--- src/hdl/pppg_pkg.sv ---
// Package for the parametric path point generator.
// Holds field widths, fixed constants, the CORDIC angle table and the
// controller/datapath command and status types. No dependencies.
package pppg_pkg;

  localparam int TIME_W     = 17;
  localparam int FIELD_W    = 24;
  localparam int RAD_W      = 23;
  localparam int PHASE_W    = 16;
  localparam int HEAD_W     = 18;
  localparam int CFG_IDX_W  = 3;
  localparam int CFG_DATA_W = 24;
  localparam int STEP_W     = 5;
  localparam int NUM_ANGLES = 24;

  localparam logic [TIME_W-1:0] TIME_ONE = 17'd65536;

  // Heading limits and the forward offset, degrees with 8 fraction bits.
  localparam logic signed [HEAD_W-1:0] HEAD_MIN = -18'sd23040;
  localparam logic signed [HEAD_W-1:0] HEAD_MAX = 18'sd69120;
  localparam logic signed [HEAD_W-1:0] HEAD_FWD = 18'sd23040;
  localparam logic signed [24:0]      DEG_Q8_PER_TURN = 25'sd92160;

  // CORDIC start vector, the inverse gain in Q30.
  localparam logic signed [31:0] CORDIC_X0 = 32'sd652032874;

  // Elementary rotation angles, 2^32 is one turn.
  localparam logic [31:0] ATAN_TURNS [NUM_ANGLES] = '{
    32'h20000000, 32'h12E4051E, 32'h09FB385B, 32'h051111D4, 32'h028B0D43, 32'h0145D7E1,
    32'h00A2F61E, 32'h00517C55, 32'h0028BE53, 32'h00145F2F, 32'h000A2F98, 32'h000517CC,
    32'h00028BE6, 32'h000145F3, 32'h0000A2FA, 32'h0000517D, 32'h000028BE, 32'h0000145F,
    32'h00000A30, 32'h00000518, 32'h0000028C, 32'h00000146, 32'h000000A3, 32'h00000051
  };

  typedef enum logic [1:0] {
    MODE_CIRCLE  = 2'd0,
    MODE_ELLIPSE = 2'd1,
    MODE_SPIRAL  = 2'd2
  } path_mode_e;

  typedef enum logic [CFG_IDX_W-1:0] {
    REG_PATH_MODE     = 3'd0,
    REG_CENTER_X      = 3'd1,
    REG_CENTER_Y      = 3'd2,
    REG_RADIUS_FIRST  = 3'd3,
    REG_RADIUS_SECOND = 3'd4,
    REG_START_PHASE   = 3'd5,
    REG_TILT_ANGLE    = 3'd6
  } cfg_reg_e;

  typedef enum logic [4:0] {
    ST_IDLE, ST_HDG, ST_VSTEP, ST_VMUL, ST_VUSE, ST_PRE, ST_RAD,
    ST_PLOAD, ST_PSTEP, ST_PLATCH, ST_C1, ST_C2, ST_C3,
    ST_E1, ST_E2, ST_E3, ST_TSTEP, ST_TLATCH,
    ST_E4, ST_E5, ST_E6, ST_E7, ST_E8, ST_DONE
  } ctl_state_e;

  typedef enum logic [2:0] {
    CR_IDLE, CR_LOAD_PATH, CR_LOAD_TILT, CR_LOAD_VEC,
    CR_ROT, CR_VEC, CR_LATCH_CS, CR_LATCH_TILT
  } cordic_op_e;

  typedef enum logic [3:0] {
    MUL_NONE, MUL_DR_T, MUL_R_COS, MUL_R_SIN, MUL_R1_COS, MUL_R2_SIN,
    MUL_EX_CT, MUL_EY_ST, MUL_EX_ST, MUL_EY_CT, MUL_Z_DEG
  } mul_sel_e;

  typedef enum logic [3:0] {
    USE_NONE, USE_RADIUS, USE_EX, USE_EY, USE_PX, USE_PY,
    USE_ACC_LOAD, USE_ACC_PX, USE_ACC_PY_SUB, USE_HEAD
  } use_sel_e;

  typedef struct packed {
    logic              accept;
    cordic_op_e        cordic_op;
    logic [STEP_W-1:0] step;
    mul_sel_e          mul_sel;
    use_sel_e          use_sel;
    logic              head_plain;
    logic              finish;
  } dp_cmd_t;

  typedef struct packed {
    logic head_need;
    logic is_ellipse;
    logic is_spiral;
    logic out_free;
  } dp_status_t;

endpackage

--- src/hdl/pppg_ctrl.sv ---
// Sequencing controller of the path point generator.
// Depends on pppg_pkg; drives the datapath by dp_cmd_t, reads dp_status_t.
module pppg_ctrl import pppg_pkg::*; #(
  parameter int CORDIC_STEPS = 16
) (
  input  logic       clk_i,
  input  logic       rst_ni,
  input  logic       in_valid_i,
  output logic       in_ready_o,
  input  dp_status_t sts_i,
  output dp_cmd_t    cmd_o
);

  localparam logic [STEP_W-1:0] LAST_STEP = STEP_W'(CORDIC_STEPS - 1);

  ctl_state_e        state_q, state_d;
  logic [STEP_W-1:0] step_q, step_d;
  logic              last_step;

  assign last_step = (step_q == LAST_STEP);

  always_ff @(posedge clk_i or negedge rst_ni) begin
    if (!rst_ni) begin
      state_q <= ST_IDLE;
      step_q  <= '0;
    end else begin
      state_q <= state_d;
      step_q  <= step_d;
    end
  end

  always_comb begin
    state_d    = state_q;
    step_d     = step_q;
    in_ready_o = 1'b0;
    cmd_o      = '{accept: 1'b0, cordic_op: CR_IDLE, step: step_q, mul_sel: MUL_NONE,
                   use_sel: USE_NONE, head_plain: 1'b0, finish: 1'b0};
    case (state_q)
      ST_IDLE: begin
        in_ready_o = 1'b1;
        if (in_valid_i) begin
          cmd_o.accept = 1'b1;
          state_d      = ST_HDG;
        end
      end
      ST_HDG: begin
        step_d = '0;
        if (sts_i.head_need) begin
          cmd_o.cordic_op = CR_LOAD_VEC;
          state_d         = ST_VSTEP;
        end else begin
          cmd_o.head_plain = 1'b1;
          state_d          = ST_PRE;
        end
      end
      ST_VSTEP: begin
        cmd_o.cordic_op = CR_VEC;
        step_d          = step_q + 1'b1;
        if (last_step) state_d = ST_VMUL;
      end
      ST_VMUL: begin
        cmd_o.mul_sel = MUL_Z_DEG;
        state_d       = ST_VUSE;
      end
      ST_VUSE: begin
        cmd_o.use_sel = USE_HEAD;
        state_d       = ST_PRE;
      end
      ST_PRE: begin
        cmd_o.mul_sel = MUL_DR_T;
        state_d       = sts_i.is_spiral ? ST_RAD : ST_PLOAD;
      end
      ST_RAD: begin
        cmd_o.use_sel = USE_RADIUS;
        state_d       = ST_PLOAD;
      end
      ST_PLOAD: begin
        cmd_o.cordic_op = CR_LOAD_PATH;
        step_d          = '0;
        state_d         = ST_PSTEP;
      end
      ST_PSTEP: begin
        cmd_o.cordic_op = CR_ROT;
        step_d          = step_q + 1'b1;
        if (last_step) state_d = ST_PLATCH;
      end
      ST_PLATCH: begin
        cmd_o.cordic_op = CR_LATCH_CS;
        state_d         = sts_i.is_ellipse ? ST_E1 : ST_C1;
      end
      ST_C1: begin
        cmd_o.mul_sel = MUL_R_COS;
        state_d       = ST_C2;
      end
      ST_C2: begin
        cmd_o.use_sel = USE_PX;
        cmd_o.mul_sel = MUL_R_SIN;
        state_d       = ST_C3;
      end
      ST_C3: begin
        cmd_o.use_sel = USE_PY;
        state_d       = ST_DONE;
      end
      ST_E1: begin
        cmd_o.mul_sel = MUL_R1_COS;
        state_d       = ST_E2;
      end
      ST_E2: begin
        cmd_o.use_sel = USE_EX;
        cmd_o.mul_sel = MUL_R2_SIN;
        state_d       = ST_E3;
      end
      ST_E3: begin
        cmd_o.use_sel   = USE_EY;
        cmd_o.cordic_op = CR_LOAD_TILT;
        step_d          = '0;
        state_d         = ST_TSTEP;
      end
      ST_TSTEP: begin
        cmd_o.cordic_op = CR_ROT;
        step_d          = step_q + 1'b1;
        if (last_step) state_d = ST_TLATCH;
      end
      ST_TLATCH: begin
        cmd_o.cordic_op = CR_LATCH_TILT;
        state_d         = ST_E4;
      end
      ST_E4: begin
        cmd_o.mul_sel = MUL_EX_CT;
        state_d       = ST_E5;
      end
      ST_E5: begin
        cmd_o.use_sel = USE_ACC_LOAD;
        cmd_o.mul_sel = MUL_EY_ST;
        state_d       = ST_E6;
      end
      ST_E6: begin
        cmd_o.use_sel = USE_ACC_PX;
        cmd_o.mul_sel = MUL_EX_ST;
        state_d       = ST_E7;
      end
      ST_E7: begin
        cmd_o.use_sel = USE_ACC_LOAD;
        cmd_o.mul_sel = MUL_EY_CT;
        state_d       = ST_E8;
      end
      ST_E8: begin
        cmd_o.use_sel = USE_ACC_PY_SUB;
        state_d       = ST_DONE;
      end
      ST_DONE: begin
        if (sts_i.out_free) begin
          cmd_o.finish = 1'b1;
          state_d      = ST_IDLE;
        end
      end
      default: begin
        state_d = ST_IDLE;
      end
    endcase
  end

  // The step counter never runs past the last CORDIC iteration.
  a_step_range: assert property (@(posedge clk_i) disable iff (!rst_ni)
    (state_q == ST_VSTEP || state_q == ST_PSTEP || state_q == ST_TSTEP)
      |-> step_q <= LAST_STEP)
    else $error("CORDIC step counter out of range");

  // A finished point leaves the controller as soon as the output word is free.
  a_done_exit: assert property (@(posedge clk_i) disable iff (!rst_ni)
    (state_q == ST_DONE && sts_i.out_free) |=> state_q == ST_IDLE)
    else $error("point not handed over when output was free");

  // An accepted word always starts with the heading decision.
  a_accept_hdg: assert property (@(posedge clk_i) disable iff (!rst_ni)
    cmd_o.accept |=> state_q == ST_HDG)
    else $error("accept did not start a new point");

endmodule

--- config.mk ---
export PLATFORM = sky130hd
export DESIGN_NAME = pppg_ctrl
export DESIGN_NICKNAME = d
export VERILOG_FILES = /design/src/hdl/pppg_pkg.sv /design/src/hdl/pppg_ctrl.sv
export SDC_FILE = /design/constraint.sdc
export NUM_CORES = 1
export LEC_CHECK = 0
export BUFFER_PORTS_ARGS = -buffer_cell sky130_fd_sc_hd__clkbuf_2
export CAP_MARGIN = 20
export CORE_UTILIZATION = 30
export CTS_CLUSTER_SIZE = 14
export DETAILED_ROUTE_END_ITERATION = 16
export GPL_TIMING_DRIVEN = 0
export PLACE_DENSITY_LB_ADDON = 0.1
export SYNTH_ARGS = -nofsm -noshare
export SYNTH_HDL_FRONTEND = slang
export SYNTH_SLANG_ARGS = --single-unit
--- constraint.sdc ---
create_clock -name clk_i -period 1.8 [get_ports clk_i]
set_input_delay 0.09 -clock clk_i [delete_from_list [all_inputs] [get_ports clk_i]]
set_output_delay 0.09 -clock clk_i [all_outputs]
set_load 0.05 [all_outputs]
==> impl_metrics.csv, run 1 <==
group,metric,value,unit
place,port_buffers,26,
die,dieArea,0.00405,mm2
place,placed_cell_area,0.00142,mm2
setup_path,path_class,"reg2reg",
sta,max_freq,557,MHz
clocking,cts_max_level,1,
clocking,clk_path_buf_depth,2,
yosys,synth_top_area_share,22.0,%
yosys,yosys_warnings,0,
routing,firstDrtPassIters,4,
status,outcome,"finished clean",
global_route,track_usage,17.1,%
clocking,numCtsBuffers,3,
yosys,syn_area,0.00114,mm2
setup_path,reg2reg_slack,5,ps
sta,clock_skew,1.89,ps
global_route,grt_pass1_vias,1175,
place,dp_hpwl,2.49,mm
global_route,grt_first_pass_wirelength,5.49,mm
cells_and_area,fin_util,45.8,%
global_route,antenna_found_initial,0,
cells_and_area,design_area,0.00168,mm2
die,die_x,63.6,um
die,fp.coreArea,0.00366,mm2
min_path,min_from,"sts_i[1]",
routing,drt-vias-per-instance,5.31,
sta,rsz0062_at_grt,"true",
yosys,ys_seq_area_share,22.0,%
setup_path,rr_endpoint,"state_q[1]",
die,rows,22,
sta,slew_headroom,75.1,%
place,place.gp.congestion,0.840,
setup_path,cp.arrival,1910,ps
die,ios,27,
run,maxCapViolCount,0,
sta,final-setup-viol-count,0,
setup_path,timing.critical_path.required,1920,ps
routing,first_iter_violations,49,
cells_and_area,fin_cells,236,
yosys,ys_ff_latch,10,
setup_path,cp-end-kind,"flop",
setup_path,worstPathMaxFanout,4,
die,initial_core_util,31.1,%
cells_and_area,area_growth,47.2,%
sta,drv_slew,0,
sta,finalHoldViolations,0,
global_route,grt_max_degree,20,
setup_path,rr_worst_depth,7,
global_route,gr-total-overflow,0,
yosys,syn_inst,151,
setup_path,rr_startpoint,"step_q[0]",
cells_and_area,nNetsFinal,198,
min_path,worstHoldEndpoint,"state_q[0]",
clocking,clk_pin_slew_worst_paths,50,ps
cells_and_area,fillers,365,
routing,vias,1252,
clocking,cts_root_buf,"clkbuf_8",
place,dp_slack,-90.4,ps
cells_and_area,ff_latch_area,255,um2
die,die_h,63.6,um
cells_and_area,multiInputGateArea,893,um2
routing,drc_errors,0,
yosys,synthTopCellsByArea,"dfrtp_1 (22%), o21ai_0 (6.1%), nand2_1 (5.9%)",
routing,drt_wl_total,3.39,mm
clocking,cts_tree,"built",
cells_and_area,antenna_cells,0,
yosys,synth_nets,160,
cells_and_area,drive_gt1_share,45.2,%
routing,post_drt_wl_per_cell,14.3,um
yosys,synth.distinct_cells,46,
clocking,cts_sinks,10,
setup_path,start_kind,"flop",
min_path,worstHoldPathType,"in2reg",
sta,finalCriticalPeriod,1800,ps
place,place_inst,225,
yosys,synth_top_area_cell,"dfrtp_1",
yosys,postSynthAreaPerCell,7.55,um2
min_path,whs_path_depth,3,
sta,worst_pin_slew,372,ps
sta,fin_crit_sh,99.7,%
routing,antenna_left,0,
sta,final.setup.worst_slack,4.52,ps
clocking,clkLatencyLatePin,230,ps
==> placed cells by master (no fill, tap or decap), types with 3 or more instances in the layout <==
cell / netlist / final
xnor2_1: 3 / 3
inv_1: 5 / 4
clkbuf_2: 0 / 16
a21oi_2: 0 / 3
buf_4: 2 / 8
buf_6: 4 / 9
dfrtp_1: 10 / 6
clkbuf_4: 0 / 6
nand2b_1: 10 / 10
clkbuf_8: 0 / 8
dfrtp_2: 0 / 4
nor2_1: 17 / 14
nand2_1: 18 / 17
a21oi_1: 9 / 6
o21ai_0: 14 / 9
o21ai_1: 1 / 4
==> cell usage after synthesis, drive strengths merged <==
| library cell | n |
|---|---|
| nand2 | 18 |
| nor2 | 17 |
| buf | 15 |
| o21ai | 15 |
| nand2b | 12 |
| dfrtp | 10 |
| a21oi | 9 |
| inv | 5 |
| a211oi | 3 |
| nor3 | 3 |
| or3 | 3 |
| xnor2 | 3 |
| a21o | 2 |
| a22oi | 2 |
| a32oi | 2 |
| and3 | 2 |
| ha | 2 |
| nand3 | 2 |
| nor2b | 2 |
| nor4 | 2 |
| o211ai | 2 |
| o221ai | 2 |
| o22a | 2 |
| o32ai | 2 |
| a31oi | 1 |
| and2 | 1 |
| and2b | 1 |
| mux2i | 1 |
| nand4b | 1 |
| nor3b | 1 |
| o21a | 1 |
| o21bai | 1 |
| o22ai | 1 |
| o311a | 1 |
| o311ai | 1 |
| o31a | 1 |
| o41ai | 1 |
| xor2 | 1 |
==> final cells by class <==
type	instances	area share, %
repair buffers	35	15.7
clock buffers	4	3.28
multi-input cells	121	53.2
flip-flops and latches	10	15.2
plain buffers	13	7.68
well taps	48	3.58
inverters	5	1.34
==> cell families after synthesis <==
logic type               after synthesis  synth area share (%)
buffers and inverters                 20                  10.9
XOR/XNOR                               4                  3.07
flip-flops                            10                  22.0
AND/OR/NAND/NOR                       65                  30.6
adder cells (fa/ha/maj)                2                  2.20
AO/OA/AOI/OAI                         49                  30.4
multiplexers                           1                 0.878
==> critical path, stage by stage (launching register included) <==
cell and delay, ps:
dfrtp_2 420, ha_4 170, and3_4 180, ha_4 140, or3_4 350, o221ai_4 230, o31a_1 150, nand2_1 50
==> per-stage QoR <==
| stage | hold WS [ps] | TNS [ps] |
|---|---|---|
| 2_1_floorplan | -206 | -311 |
| 3_3_place_gp | -30.3 | -152 |
| 3_5_place_dp | -30.8 | -90.4 |
| 4_1_cts | 220 | 0 |
| 5_1_grt | 235 | -213 |
| 6_report | 229 | 0 |
==> registers in the layout, summed over array words and instances (netlist names) <==
register,cells
step_q,5
state_q,5
==> worst max-delay path by stage <==
stage / cells past startpoint / startpoint / to / slack (ps)
floorplan: 5 / state_q[1] / cmd_o[5] / -280
global placement: 8 / state_q[2] / cmd_o[16] / -110
detailed placement: 8 / state_q[2] / cmd_o[16] / -90
CTS: 7 / step_q[0] / state_q[1] / 7
global route: 7 / step_q[0] / state_q[1] / -60
finish: 7 / step_q[0] / state_q[1] / 5
==> timing repair <==
item / in CTS / in global routing
hold buffers: 1 / 0
setup endpoints to repair: 11 / 13
hold endpoints to repair: 10 / 0
pin swaps: 2 / 2
gates resized for setup: 32 / 15
setup buffers: 3 / 5
==> metal layers <==
layer	routed length (um)	track usage, %
met5	0	0
met4	25	5.97
met3	89	0.725
met1	1470	21.5
met2	1800	30.5
Power of run 1 is not shown: default switching activity piles up to over one toggle a cycle in this logic, so the estimate is an artifact.
==> inputs of run 2 (changes only) <==
- ABC_AREA: not set -> 1
==> impl_metrics.csv, run 2 <==
group,metric,value,unit
routing,drt_wl_total,3.04,mm
sta,fin_crit_sh,99.1,%
setup_path,cp.arrival,1690,ps
yosys,yosys_warnings,0,
die,initial_core_util,32.1,%
routing,firstDrtPassIters,4,
yosys,synth_edf_count,0,
clocking,clk_pin_slew_worst_paths,60,ps
sta,finalCriticalPeriod,1780,ps
setup_path,start_kind,"flop",
cells_and_area,top_regs,"state_q: 5 flops, step_q: 5 flops",
yosys,postSynthAreaPerCell,6.13,um2
pwr,ir_drop,0.000864,V
pwr,switching_share,62.2,%
cells_and_area,fillers,346,
place,dp_hpwl,2.32,mm
routing,vias,1158,
pwr,power,2630,uW
die,die_h,59.4,um
routing,post_drt_wl_per_cell,12.7,um
yosys,synthFlopType,"dfrtp_1",
global_route,track_usage,17.7,%
cells_and_area,antenna_cells,0,
yosys,synth.distinct_cells,27,
yosys,ys_ff_latch,10,
pwr,pwr-share-comb,78.8,%
yosys,synth_top_area_share,25.3,%
clocking,cts_root_buf,"clkbuf_4",
cells_and_area,fin_util,44.9,%
routing,first_iter_violations,55,
setup_path,reg2reg_slack,150,ps
die,dieArea,0.00352,mm2
yosys,syn_area,987,um2
sta,slew_headroom,79.8,%
global_route,grt_pass1_vias,1028,
setup_path,startpoint,"state_q[2]",
cells_and_area,drive_gt1_share,37.4,%
setup_path,timing.critical_path.required,1710,ps
sta,rsz0062_at_grt,"true",
die,die_x,59.4,um
pwr,pwr-share-seq,15.6,%
setup_path,rr_startpoint,"state_q[2]",
yosys,async_flop_share,100,%
routing,drc_errors,0,
clocking,clkLatencyLatePin,260,ps
setup_path,path_cells,"nor2_4 -> inv_2 -> nor2_4 -> nand2_2 -> nand2_2 -> nor2_2 -> o21ai_1 -> clkbuf_8",
routing,antenna_left,0,
global_route,gr-total-overflow,0,
yosys,yosysMostFrequentCell,"nand2_1",
pwr,clkPwrFrac,5.6,%
cells_and_area,nNetsFinal,206,
global_route,grt_first_pass_wirelength,4.62,mm
cells_and_area,final_cell_mix,"nand2_1 (33), inv_1 (23), clkbuf_2 (16), nor2_1 (15), nand3_1 (12)",
sta,finalHoldViolations,0,
sta,final-setup-viol-count,0,
place,place.gp.congestion,0.898,
yosys,syn_inst,161,
setup_path,path_class,"reg2out",
clocking,cts_sinks,10,
yosys,synth_top_area_cell,"dfrtp_1",
min_path,worstHoldPathType,"in2async",
die,rows,20,
clocking,clk_path_buf_depth,2,
sta,max_freq,561,MHz
clocking,numCtsBuffers,3,
pwr,p_int,994,uW
run,maxCapViolCount,0,
yosys,synth_nets,170,
sta,drv_slew,0,
die,fp.coreArea,0.00308,mm2
die,ios,27,
pwr,power_density,1910,mW/mm2
setup_path,worstPathMaxFanout,6,
yosys,synthTopCellsByArea,"dfrtp_1 (25%), nand2_1 (15%), inv_1 (9.9%)",
pwr,switchingPower,1640,uW
cells_and_area,final_common_cell,"nand2_1",
status,outcome,"finished clean",
clocking,cts_tree,"built",
place,port_buffers,26,
global_route,grt_max_degree,11,
cells_and_area,area_growth,39.9,%
sta,whs,226,ps
routing,drt-vias-per-instance,4.85,
setup_path,slowest_delay,480,ps
global_route,antenna_found_initial,0,
sta,clock_skew,7.38,ps
sta,worst_pin_slew,301,ps
setup_path,cp-end-kind,"output pin",
clocking,cts_max_level,1,
yosys,synth_common_cells,"nand2_1 (40), inv_1 (26), nor2_1 (20), nand3_1 (14), dfrtp_1 (10)",
yosys,ys_seq_area_share,25.3,%
pwr,p_leak,0.000785,uW
setup_path,cpMaxStageDelayCell,"dfrtp_2",
## run 2: logic make-up after synthesis
kind of cell	count (synthesis)	share of synthesized area (%)
adder cells (fa/ha/maj)	2	2.53
buffers and inverters	31	13.2
flip-flops	10	25.3
AND/OR/NAND/NOR	101	48.8
AO/OA/AOI/OAI	16	9.25
XOR/XNOR	1	0.887
## run 2: per-stage QoR
stage               TNS, ps  std cells  setup WS [ps]  instance area (um2)
floorplan                 0        161           35.5                  995
global placement          0        231            112                 1180
detailed placement        0        231            125                 1180
CTS                   -19.9        236          -19.9                 1260
global route           -111        239          -55.5                 1380
finish                    0        239           16.6                 1380
## run 2: cell type report
type	instances	area, um2	share of cell area [%]
Buffer	2	18.8	1.36
Clock buffer	3	22.5	1.63
Sequential cell	10	251	18.2
Tap cell	44	55.1	3.99
Multi-Input combinational cell	120	708	51.3
Inverter	29	111	8.06
Timing Repair Buffer	31	214	15.5
## run 2: path summary, 6_finish.rpt
check / end / depth (start not counted)
worst max-delay path: cmd_o[3] / 8
worst min-delay path: step_q[4] / 2
worst max register to register: state_q[1] / 11
worst min register to register: step_q[0] / 1
max in group asynchronous: state_q[2] / 2
min in group clk_i: state_q[0] / 4
## run 2: worst max-delay path: cells and delay by family (launching register included)
kind / cells / cell delay, ps
buffers and inverters: 2 / 280
AO/OA/AOI/OAI: 1 / 100
AND/OR/NAND/NOR: 5 / 570
flip-flops: 1 / 480
## run 2: what timing repair did
action | 4_1_cts | 5_1_grt
hold endpoints to repair | 10 | 0
buffers inserted | 1 | 3
endpoints found under the setup margin | 9 | 10
pin swaps | 1 | 3
resized for setup | 12 | 35
hold buffers | 1 | 0
## run 2: metal layers
layer | up-vias | track usage [%] | share of wire [%]
met4 | 0 | 4.08 | 0.39
met2 | 47 | 24.7 | 44
met3 | 2 | 5.24 | 6.4
met1 | 526 | 26.5 | 49
met5 | - | 0 | 0
li1 | 583 | - | -
## run 2: power by group through the flow
stage                     clock, uW  sequential, uW  combinational, uW
after global placement            0             384               1790
after floorplan                   0             484               1300
final                           147             410               2070
after detailed placement          0             384               1780
after global routing            168             424               2230
after CTS                       154             388               1860
Note: power is estimated with default switching activity, not from simulation.
